`src/hdl/slesq_pkg.sv`:
```
// ----------------------------------------------------------------------------
// slesq_pkg
// Shared types, constants and helper functions of the status LED effect
// sequencer.
// ----------------------------------------------------------------------------
package slesq_pkg;

  localparam int LED_COUNT    = 8;
  localparam int CHASE_LENGTH = 24;

  localparam int COLOR_W     = 24;
  localparam int STATE_W     = 4;
  localparam int IDX_W       = 3;
  localparam int CNT_W       = $clog2(LED_COUNT + 1);
  localparam int IN_TDATA_W  = 8;
  localparam int OUT_TDATA_W = 32;
  localparam int OUT_PAD_W   = OUT_TDATA_W - IDX_W - COLOR_W;
  localparam int CFG_ADDR_W  = 3;
  localparam int LEVEL_W     = 5;
  localparam int PLUG_CNT_W  = 5;
  localparam int FLT_DIV_W   = 4;

  localparam logic [COLOR_W-1:0]     PLUG_COLOR   = 24'h000050;
  localparam logic [COLOR_W-1:0]     FAULT_COLOR  = 24'h9F0000;
  localparam logic [COLOR_W-1:0]     CHASE_TOP    = 24'h0000AF;
  localparam int                     CHASE_RAMP   = 18;
  localparam logic [PLUG_CNT_W-1:0]  PLUG_DIV     = 5'd25;
  localparam logic [FLT_DIV_W-1:0]   FAULT_DIV    = 4'd15;
  localparam logic [LEVEL_W-1:0]     BREATH_HIGH  = 5'd30;
  localparam logic [LEVEL_W-1:0]     BREATH_LOW   = 5'd5;
  localparam logic [LEVEL_W-1:0]     BREATH_RESET = 5'd10;
  localparam logic [7:0]             FIXED_BRIGHT = 8'd100;
  localparam logic [7:0]             BREATH_BASE  = 8'd10;

  localparam logic [COLOR_W-1:0] IDLE_COLOR_RST     = 24'h000080;
  localparam logic [COLOR_W-1:0] DONE_COLOR_RST     = 24'h008000;
  localparam logic [COLOR_W-1:0] SIM_COLOR_RST      = 24'hFFC0CB;
  localparam logic [COLOR_W-1:0] FALLBACK_COLOR_RST = 24'h800000;

  localparam logic [CNT_W-1:0] FRAME_LEN = CNT_W'(LED_COUNT);
  localparam logic [CNT_W-1:0] LAST_BEAT = CNT_W'(LED_COUNT - 1);

  typedef enum logic [STATE_W-1:0] {
    ST_REBOOT   = 4'd0,
    ST_IDLE     = 4'd1,
    ST_PLUGGED  = 4'd2,
    ST_CHARGING = 4'd3,
    ST_DONE     = 4'd4,
    ST_STOP     = 4'd5,
    ST_FAULT    = 4'd6,
    ST_SIM      = 4'd7
  } charger_state_e;

  typedef enum logic [CFG_ADDR_W-1:0] {
    REG_IDLE_COLOR     = 3'd0,
    REG_DONE_COLOR     = 3'd1,
    REG_SIM_COLOR      = 3'd2,
    REG_FALLBACK_COLOR = 3'd3,
    REG_CHANNEL_ORDER  = 3'd4
  } cfg_reg_e;

  typedef enum logic [1:0] {
    ORD_RGB = 2'd0,
    ORD_BGR = 2'd1,
    ORD_GRB = 2'd2,
    ORD_RBG = 2'd3
  } channel_order_e;

  typedef struct packed {
    logic [COLOR_W-1:0] idle_color;
    logic [COLOR_W-1:0] done_color;
    logic [COLOR_W-1:0] sim_color;
    logic [COLOR_W-1:0] fallback_color;
    channel_order_e     channel_order;
  } cfg_t;

  typedef logic [LED_COUNT-1:0][COLOR_W-1:0] frame_t;

  typedef struct packed {
    logic   emit;
    frame_t colors;
  } frame_req_t;

  // reset content of the chase ring: descending blue ramp, then black
  function automatic logic [COLOR_W-1:0] chase_init(input int idx);
    logic [COLOR_W-1:0] val;
    val = '0;
    if (idx < CHASE_RAMP) begin
      val = CHASE_TOP - COLOR_W'(10 * idx);
    end
    return val;
  endfunction

  // floor(x / 255) via reciprocal estimate and one correction step
  function automatic logic [7:0] div255(input logic [15:0] x);
    logic [16:0] sum;
    logic [8:0]  q;
    logic [16:0] prod;
    logic [16:0] rem;
    sum  = {1'b0, x} + {9'b0, x[15:8]};
    q    = sum[16:8];
    prod = {q, 8'b0} - {8'b0, q};
    rem  = {1'b0, x} - prod;
    if (rem >= 17'd255) begin
      q = q + 9'd1;
    end
    return q[7:0];
  endfunction

  function automatic logic [COLOR_W-1:0] scale_color(input logic [COLOR_W-1:0] color,
                                                     input logic [7:0] bright,
                                                     input channel_order_e order);
    logic [7:0] r;
    logic [7:0] g;
    logic [7:0] b;
    logic [COLOR_W-1:0] res;
    r = div255(16'(color[23:16]) * 16'(bright));
    g = div255(16'(color[15:8]) * 16'(bright));
    b = div255(16'(color[7:0]) * 16'(bright));
    case (order)
      ORD_BGR: res = {b, g, r};
      ORD_GRB: res = {g, r, b};
      ORD_RBG: res = {r, b, g};
      default: res = {r, g, b};
    endcase
    return res;
  endfunction

endpackage

```
`src/hdl/slesq_cfg_regs.sv`:
```
// ----------------------------------------------------------------------------
// slesq_cfg_regs
// Configuration register file: colors and output channel order.
// ----------------------------------------------------------------------------
module slesq_cfg_regs
  import slesq_pkg::*;
(
  input  logic                  clk_i,
  input  logic                  rst_ni,
  input  logic                  cfg_valid_i,
  input  logic [CFG_ADDR_W-1:0] cfg_addr_i,
  input  logic [COLOR_W-1:0]    cfg_data_i,
  output logic                  cfg_ready_o,
  output cfg_t                  cfg_o
);

  cfg_t cfg_q;
  cfg_t cfg_d;

  assign cfg_ready_o = 1'b1;
  assign cfg_o       = cfg_q;

  always_comb begin
    cfg_d = cfg_q;
    if (cfg_valid_i) begin
      case (cfg_reg_e'(cfg_addr_i))
        REG_IDLE_COLOR:     cfg_d.idle_color     = cfg_data_i;
        REG_DONE_COLOR:     cfg_d.done_color     = cfg_data_i;
        REG_SIM_COLOR:      cfg_d.sim_color      = cfg_data_i;
        REG_FALLBACK_COLOR: cfg_d.fallback_color = cfg_data_i;
        REG_CHANNEL_ORDER:  cfg_d.channel_order  = channel_order_e'(cfg_data_i[1:0]);
        default:            cfg_d = cfg_q;
      endcase
    end
  end

  always_ff @(posedge clk_i or negedge rst_ni) begin
    if (!rst_ni) begin
      cfg_q.idle_color     <= IDLE_COLOR_RST;
      cfg_q.done_color     <= DONE_COLOR_RST;
      cfg_q.sim_color      <= SIM_COLOR_RST;
      cfg_q.fallback_color <= FALLBACK_COLOR_RST;
      cfg_q.channel_order  <= ORD_RGB;
    end else begin
      cfg_q <= cfg_d;
    end
  end

endmodule

```
`src/hdl/slesq_effect_core.sv`:
```
// ----------------------------------------------------------------------------
// slesq_effect_core
// Effect state (breathing, blink dividers, chase ring) and frame generation
// for one tick.
// ----------------------------------------------------------------------------
module slesq_effect_core
  import slesq_pkg::*;
(
  input  logic               clk_i,
  input  logic               rst_ni,
  input  logic               fire_i,
  input  logic [STATE_W-1:0] state_i,
  input  cfg_t               cfg_i,
  output frame_req_t         req_o
);

  logic [LEVEL_W-1:0]     level_q, level_d, level_step;
  logic                   phase_q, phase_d, phase_step;
  logic [PLUG_CNT_W-1:0]  plug_cnt_q, plug_cnt_d, plug_inc;
  logic [FLT_DIV_W-1:0]   flt_div_q, flt_div_d, fault_inc;
  logic [COLOR_W-1:0]     ring_q [CHASE_LENGTH];
  frame_t                 chase_frame;
  logic [COLOR_W-1:0]     fill_color;
  logic [7:0]             breath_bright;
  logic                   is_chase;
  logic                   plug_hit;
  logic                   fault_hit;

  // one breathing step from the current level
  always_comb begin
    if (!phase_q) begin
      level_step = level_q + LEVEL_W'(1);
      phase_step = (level_step == BREATH_HIGH);
    end else begin
      level_step = level_q - LEVEL_W'(1);
      phase_step = !(level_step == BREATH_LOW);
    end
  end

  assign breath_bright = BREATH_BASE + {1'b0, level_step, 2'b0} + {3'b0, level_step};
  assign plug_inc      = plug_cnt_q + PLUG_CNT_W'(1);
  assign fault_inc     = flt_div_q + FLT_DIV_W'(1);
  assign plug_hit      = (plug_inc >= PLUG_DIV);
  assign fault_hit     = (fault_inc >= FAULT_DIV);

  // led i shows ring entry i+1, the entry that the rotation brings to place i
  for (genvar i = 0; i < LED_COUNT; i++) begin : g_chase
    if (i < CHASE_LENGTH) begin : g_on
      assign chase_frame[i] = ring_q[(i + 1) % CHASE_LENGTH];
    end else begin : g_off
      assign chase_frame[i] = '0;
    end
  end

  always_comb begin
    level_d     = level_q;
    phase_d     = phase_q;
    plug_cnt_d  = plug_cnt_q;
    flt_div_d   = flt_div_q;
    fill_color  = '0;
    is_chase    = 1'b0;
    req_o.emit  = 1'b1;
    case (charger_state_e'(state_i))
      ST_REBOOT: begin
        fill_color = scale_color(cfg_i.idle_color, FIXED_BRIGHT, cfg_i.channel_order);
      end
      ST_IDLE: begin
        level_d    = level_step;
        phase_d    = phase_step;
        fill_color = scale_color(cfg_i.idle_color, breath_bright, cfg_i.channel_order);
      end
      ST_PLUGGED: begin
        req_o.emit = plug_hit;
        if (plug_hit) begin
          plug_cnt_d = '0;
          phase_d    = !phase_q;
          fill_color = phase_q ? PLUG_COLOR : '0;
        end else begin
          plug_cnt_d = plug_inc;
        end
      end
      ST_CHARGING: begin
        is_chase = 1'b1;
      end
      ST_DONE: begin
        fill_color = scale_color(cfg_i.done_color, FIXED_BRIGHT, cfg_i.channel_order);
      end
      ST_STOP: begin
        level_d    = level_step;
        phase_d    = phase_step;
        fill_color = scale_color(cfg_i.done_color, breath_bright, cfg_i.channel_order);
      end
      ST_FAULT: begin
        req_o.emit = fault_hit;
        if (fault_hit) begin
          flt_div_d  = '0;
          phase_d    = !phase_q;
          fill_color = phase_q ? '0 : FAULT_COLOR;
        end else begin
          flt_div_d  = fault_inc;
        end
      end
      ST_SIM: begin
        fill_color = scale_color(cfg_i.sim_color, FIXED_BRIGHT, cfg_i.channel_order);
      end
      default: begin
        fill_color = scale_color(cfg_i.fallback_color, FIXED_BRIGHT, cfg_i.channel_order);
      end
    endcase
    for (int i = 0; i < LED_COUNT; i++) begin
      req_o.colors[i] = is_chase ? chase_frame[i] : fill_color;
    end
  end

  always_ff @(posedge clk_i or negedge rst_ni) begin
    if (!rst_ni) begin
      level_q    <= BREATH_RESET;
      phase_q    <= 1'b0;
      plug_cnt_q <= '0;
      flt_div_q  <= '0;
    end else if (fire_i) begin
      level_q    <= level_d;
      phase_q    <= phase_d;
      plug_cnt_q <= plug_cnt_d;
      flt_div_q  <= flt_div_d;
    end
  end

  // chase ring rotates toward entry 0
  always_ff @(posedge clk_i or negedge rst_ni) begin
    if (!rst_ni) begin
      for (int i = 0; i < CHASE_LENGTH; i++) begin
        ring_q[i] <= chase_init(i);
      end
    end else if (fire_i && is_chase) begin
      for (int i = 0; i < CHASE_LENGTH - 1; i++) begin
        ring_q[i] <= ring_q[i + 1];
      end
      ring_q[CHASE_LENGTH-1] <= ring_q[0];
    end
  end

endmodule

```
`src/hdl/slesq_frame_tx.sv`:
```
// ----------------------------------------------------------------------------
// slesq_frame_tx
// Frame buffer that streams one LED color word per transaction.
// ----------------------------------------------------------------------------
module slesq_frame_tx
  import slesq_pkg::*;
(
  input  logic                   clk_i,
  input  logic                   rst_ni,
  input  logic                   load_i,
  input  frame_t                 colors_i,
  output logic                   load_ready_o,
  output logic                   m_axis_tvalid,
  input  logic                   m_axis_tready,
  output logic [OUT_TDATA_W-1:0] m_axis_tdata,
  output logic                   m_axis_tlast
);

  logic               busy_q, busy_d;
  logic [CNT_W-1:0]   rem_q, rem_d;
  logic [IDX_W-1:0]   pos_q, pos_d;
  logic [COLOR_W-1:0] led_q [LED_COUNT];
  logic               beat;
  logic               last;

  assign last          = (rem_q == CNT_W'(1));
  assign beat          = busy_q && m_axis_tready;
  assign load_ready_o  = !busy_q || (beat && last);
  assign m_axis_tvalid = busy_q;
  assign m_axis_tlast  = last;
  assign m_axis_tdata  = {{OUT_PAD_W{1'b0}}, led_q[0], pos_q};

  always_comb begin
    busy_d = busy_q;
    rem_d  = rem_q;
    pos_d  = pos_q;
    if (load_i) begin
      busy_d = 1'b1;
      rem_d  = FRAME_LEN;
      pos_d  = '0;
    end else if (beat) begin
      busy_d = !last;
      rem_d  = rem_q - CNT_W'(1);
      pos_d  = pos_q + IDX_W'(1);
    end
  end

  always_ff @(posedge clk_i or negedge rst_ni) begin
    if (!rst_ni) begin
      busy_q <= 1'b0;
      rem_q  <= '0;
      pos_q  <= '0;
    end else begin
      busy_q <= busy_d;
      rem_q  <= rem_d;
      pos_q  <= pos_d;
    end
  end

  always_ff @(posedge clk_i) begin
    if (load_i) begin
      for (int i = 0; i < LED_COUNT; i++) begin
        led_q[i] <= colors_i[i];
      end
    end else if (beat) begin
      for (int i = 0; i < LED_COUNT - 1; i++) begin
        led_q[i] <= led_q[i + 1];
      end
    end
  end

endmodule

```
`src/hdl/status_led_effect_sequencer_unit.sv`:
```
// ----------------------------------------------------------------------------
// status_led_effect_sequencer_unit
// Turns charger state ticks into frames of LED color words.
//
//  channel  | direction | handshake               | payload
//  ---------+-----------+-------------------------+------------------------------
//  s_axis   | in        | s_axis_tvalid/tready    | tdata[3:0] charger_state
//  m_axis   | out       | m_axis_tvalid/tready    | tdata[2:0] led_index,
//           |           |                         | tdata[26:3] led_rgb,
//           |           |                         | tlast frame_last
//  cfg      | in        | cfg_valid_i/cfg_ready_o | cfg_addr_i index, cfg_data_i
//
// a tick waits in the input register until it is taken, then the effect logic builds
// the whole frame in one pass and loads it into the frame buffer
// a frame leaves at one LED per cycle while m_axis_tready is high; ticks without
// a frame are taken without waiting for the frame buffer
// the frame buffer reloads in the cycle its last word is taken
// reset restores the register defaults, the breathing and blink state and the chase ring
// ----------------------------------------------------------------------------
module status_led_effect_sequencer_unit
  import slesq_pkg::*;
(
  input  logic                   clk_i,
  input  logic                   rst_ni,
  input  logic                   s_axis_tvalid,
  output logic                   s_axis_tready,
  input  logic [IN_TDATA_W-1:0]  s_axis_tdata,   // [3:0] charger_state, [7:4] zero
  output logic                   m_axis_tvalid,
  input  logic                   m_axis_tready,
  output logic [OUT_TDATA_W-1:0] m_axis_tdata,   // [2:0] led_index, [26:3] led_rgb
  output logic                   m_axis_tlast,
  input  logic                   cfg_valid_i,
  output logic                   cfg_ready_o,
  input  logic [CFG_ADDR_W-1:0]  cfg_addr_i,
  input  logic [COLOR_W-1:0]     cfg_data_i
);

  logic               in_valid_q, in_valid_d;
  logic [STATE_W-1:0] in_state_q;
  logic               in_accept;
  logic               consume;
  logic               load_ready;
  cfg_t               cfg;
  frame_req_t         req;

  assign consume       = in_valid_q && (load_ready || !req.emit);
  assign s_axis_tready = !in_valid_q || consume;
  assign in_accept     = s_axis_tvalid && s_axis_tready;

  always_comb begin
    in_valid_d = in_valid_q;
    if (in_accept) begin
      in_valid_d = 1'b1;
    end else if (consume) begin
      in_valid_d = 1'b0;
    end
  end

  always_ff @(posedge clk_i or negedge rst_ni) begin
    if (!rst_ni) begin
      in_valid_q <= 1'b0;
    end else begin
      in_valid_q <= in_valid_d;
    end
  end

  always_ff @(posedge clk_i) begin
    if (in_accept) begin
      in_state_q <= s_axis_tdata[STATE_W-1:0];
    end
  end

  slesq_cfg_regs u_cfg_regs (
    .clk_i       (clk_i),
    .rst_ni      (rst_ni),
    .cfg_valid_i (cfg_valid_i),
    .cfg_addr_i  (cfg_addr_i),
    .cfg_data_i  (cfg_data_i),
    .cfg_ready_o (cfg_ready_o),
    .cfg_o       (cfg)
  );

  slesq_effect_core u_effect_core (
    .clk_i   (clk_i),
    .rst_ni  (rst_ni),
    .fire_i  (consume),
    .state_i (in_state_q),
    .cfg_i   (cfg),
    .req_o   (req)
  );

  slesq_frame_tx u_frame_tx (
    .clk_i         (clk_i),
    .rst_ni        (rst_ni),
    .load_i        (consume && req.emit),
    .colors_i      (req.colors),
    .load_ready_o  (load_ready),
    .m_axis_tvalid (m_axis_tvalid),
    .m_axis_tready (m_axis_tready),
    .m_axis_tdata  (m_axis_tdata),
    .m_axis_tlast  (m_axis_tlast)
  );

endmodule

```
`config.mk`:
```
export PLATFORM = sky130hd
export DESIGN_NAME = status_led_effect_sequencer_unit
export DESIGN_NICKNAME = d
export VERILOG_FILES = /design/src/hdl/slesq_pkg.sv /design/src/hdl/slesq_cfg_regs.sv /design/src/hdl/slesq_effect_core.sv /design/src/hdl/slesq_frame_tx.sv /design/src/hdl/status_led_effect_sequencer_unit.sv
export SDC_FILE = /design/constraint.sdc
export NUM_CORES = 2
export LEC_CHECK = 0
export BUFFER_PORTS_ARGS = -buffer_cell sky130_fd_sc_hd__buf_2
export CORE_ASPECT_RATIO = 0.8
export CORE_MARGIN = 5
export CORE_UTILIZATION = 50
export DETAILED_ROUTE_END_ITERATION = 12
export HOLD_SLACK_MARGIN = 0.08
export PLACE_DENSITY = 0.67
export SYNTH_ARGS = -nofsm -noshare
export SYNTH_HDL_FRONTEND = slang
export SYNTH_SLANG_ARGS = --single-unit
```
`constraint.sdc`:
```
create_clock -name clk_i -period 30.3 [get_ports clk_i]
set_input_delay 6.06 -clock clk_i [delete_from_list [all_inputs] [get_ports clk_i]]
set_output_delay 6.06 -clock clk_i [all_outputs]
set_load 0.1 [all_outputs]
```
==> impl_metrics.csv <==
group,metric,value,unit
drt,wire_per_inst,20.6,um
critical_path,crit_fanout,39,
sta,slew_headroom,11.5,%
global_routing,grt_start_max_net_pins,184,
critical_path,reg2reg_from,"u_effect_core.level_q[0]",
cells_and_area,final_area,95300,um^2
floorplanning,ios,76,
cells_and_area,post_route_cells_drive_above_1_share,12.2,%
critical_path,critical_path_required,30700,ps
yosys,synth-main-ff-cell,"dfrtp_1",
clock_tree,cts_setup_buffers,0,
place,port_buffers,65,
yosys,ys_types,125,
cells_and_area,final_common_cell,"ha_1",
place,gp_congestion,1.07,
floorplanning,die_y,388,um
yosys,post_synth_instance_area,89400,um^2
sta,hold_viol,0,
critical_path,crit_path_end_kind,"flop",
critical_path,critPathArrivalTime,17110,ps
worst_hold_path,min_from,"u_effect_core.ring_q[187]",
drt,drc,0,
yosys,async_flop_share,78.1,%
drt,ant_nets,0,
global_routing,grt.total_usage,26.1,%
floorplanning,core_area,177000,um^2
critical_path,r2r_slack,13590,ps
drt,num_vias,73800,
cells_and_area,nets,11200,
critical_path,cpMostUsedCell,"ha_1",
clock_tree,insertion_delay,740,ps
yosys,ys.warnings.count,0,
sta,rsz0062_at_grt,"false",
clock_tree,cts_tree,"built",
run,drv_cap,0,
drt,wirelength,250000,um
drt,drt_iter0_drc,6386,
sta,tightest_slew,1320,ps
clock_tree,cts.sinks,894,
cells_and_area,area_growth,6.64,%
place,detailed_place_hpwl,194000,um
clock_tree,cts-root-buf,"clkbuf_16",
drt,dr.pass1.iters,6,
yosys,synth_edf_count,196,
critical_path,startpoint,"u_effect_core.level_q[0]",
global_routing,grt-ovfl-total,0,
place,placed_area,92000,um^2
floorplanning,die_w,483,um
yosys,synth_cells,9785,
clock_tree,numCtsBuffers,94,
yosys,synth.avg_cell_area,9.14,um^2
global_routing,antenna_found_initial,7,
clock_tree,path_clk_slew,60,ps
clock_tree,cts_max_level,3,
clock_tree,post_cts_resized,0,
global_routing,first_global_vias,71300,
drt,via_per_inst,6.08,
sta,maxSlewViolCount,0,
critical_path,max_stage_delay,830,ps
sta,period_share,55.2,%
global_routing,grt_pass1_wl,396000,um
run_status,status,"completed",
yosys,yosysSeqAreaShare,26.3,%
floorplanning,start_util,50.4,%
critical_path,timing_worst_setup_path_type,"flop to flop",
clock_tree,clk_path_buf_depth,3,
sta,skew,54.6,ps
worst_hold_path,min_path_type,"flop to flop",
critical_path,startpoint_type,"flop",
sta,timing.fmax,59.8,MHz
sta,tns,0,ps
floorplanning,die_area,187000,um^2
clock_tree,hold_buffers,0,
critical_path,crit_slowest_cell,"xnor2_1",
sta,finalSetupViolations,0,
cells_and_area,mostFrequentLayoutCells,"ha_1 (1198), inv_1 (1104), nand2_1 (737)",
sta,final.min_clock_period,16710,ps
yosys,ys_ff_latch,894,
floorplanning,rows,138,
## critical path, delay by kind of cell (launching register included)
family,cells,cell delay (ps)
flip-flops,1,660
XOR/XNOR,4,1560
AO/OA/AOI/OAI,16,3840
adder cells (fa/ha/maj),12,4740
buffers and inverters,10,2650
AND/OR/NAND/NOR,10,2820
## synthesized netlist by cell type, types with 46 or more instances
cell type  count  area (um^2)
a21oi_1      372         1860
nor2_1       662         2480
o31ai_1       46          345
xor2_1       101          885
mux2_2       639         7200
nor3b_1       47          353
xnor2_1      342         3000
edfxtp_1     196         5890
o21a_1       118          886
inv_1       1106         4150
nand3_1      161          806
fa_1         253         5060
o21ai_0      334         1670
nor3_1       180          901
a211oi_1     102          766
clkbuf_1     307         1150
ha_1        1198        15000
o2111ai_1     47          412
or3_1         61          382
o22ai_1       65          407
a31oi_1      176         1100
mux2i_1       69          691
and3_1       112          701
nor2b_1      124          776
nor4_1        58          363
nand2b_1      95          594
a21o_1       143         1070
nand2_1      739         2770
and2_1       242         1510
o22a_1        48          420
dfstp_2       94         2470
nand4_1       65          407
o211ai_1      95          713
dfrtp_1      604        15100
## path summary, 6_finish.rpt
path | end | depth (start not counted)
hold reg to reg | u_effect_core.ring_q[211] | 1
max in group asynchronous | u_cfg_regs.cfg_o[0] | 4
hold / removal | u_effect_core.ring_q[211] | 1
min in group asynchronous | u_effect_core.ring_q[138] | 1
setup / recovery | u_frame_tx.led_q[0][12] | 52
setup reg to reg | u_frame_tx.led_q[0][12] | 52
## sequential cells by signal (all words and copies together), names as in the netlist, 5 cells and up
register / count
u_cfg_regs.cfg_o: 98
u_effect_core.chase_frame: 192
u_effect_core.level_q: 5
u_effect_core.plug_cnt_q: 5
u_effect_core.ring_q: 384
u_frame_tx.led_q: 192
## per-stage QoR
step / util [%] / setup slack, ps / instances / hold slack, ps
after floorplan: - / 16450 / 9789 / 467
after global placement: 51.9 / 14260 / 12000 / 482
after detailed placement: 51.9 / 14020 / 12000 / 485
after CTS: 53.8 / 13950 / 12100 / 494
after global routing: 53.8 / 12860 / 12100 / 512
final: 53.8 / 13590 / 12100 / 495
## final cells by class
cell class                      instances  area, um^2
Fill cell                           16000       82000
Multi-Input combinational cell       7427       60400
Sequential cell                       894       23500
Inverter                             1109        4160
Tap cell                             2380        2980
Clock buffer                          128        2740
Timing Repair Buffer                  145         961
Clock inverter                         50         614
Antenna cell                            2        5.00
## metal layers
layer  global-route usage, %  share of wire, %  vias up
li1                        -                 -    34700
met1                    38.3                47    36200
met2                    39.2                42     2480
met3                    4.52               7.7      424
met4                    8.22               3.5        2
met5                       0            0.0052        -
## logic make-up after synthesis
group | Yosys count | share of synthesized area (%)
simple gates | 2760 | 15.5
flops | 894 | 26.3
other cells | 2 | 0.00840
mux | 708 | 8.82
buf+inv | 1468 | 6.32
fa+ha+maj | 1451 | 22.4
compound gates | 2053 | 16.1
xor+xnor | 449 | 4.48
Power is left out: the tool's default activity adds up to more than one toggle a clock period on the data nets, which glitch-free logic cannot reach.
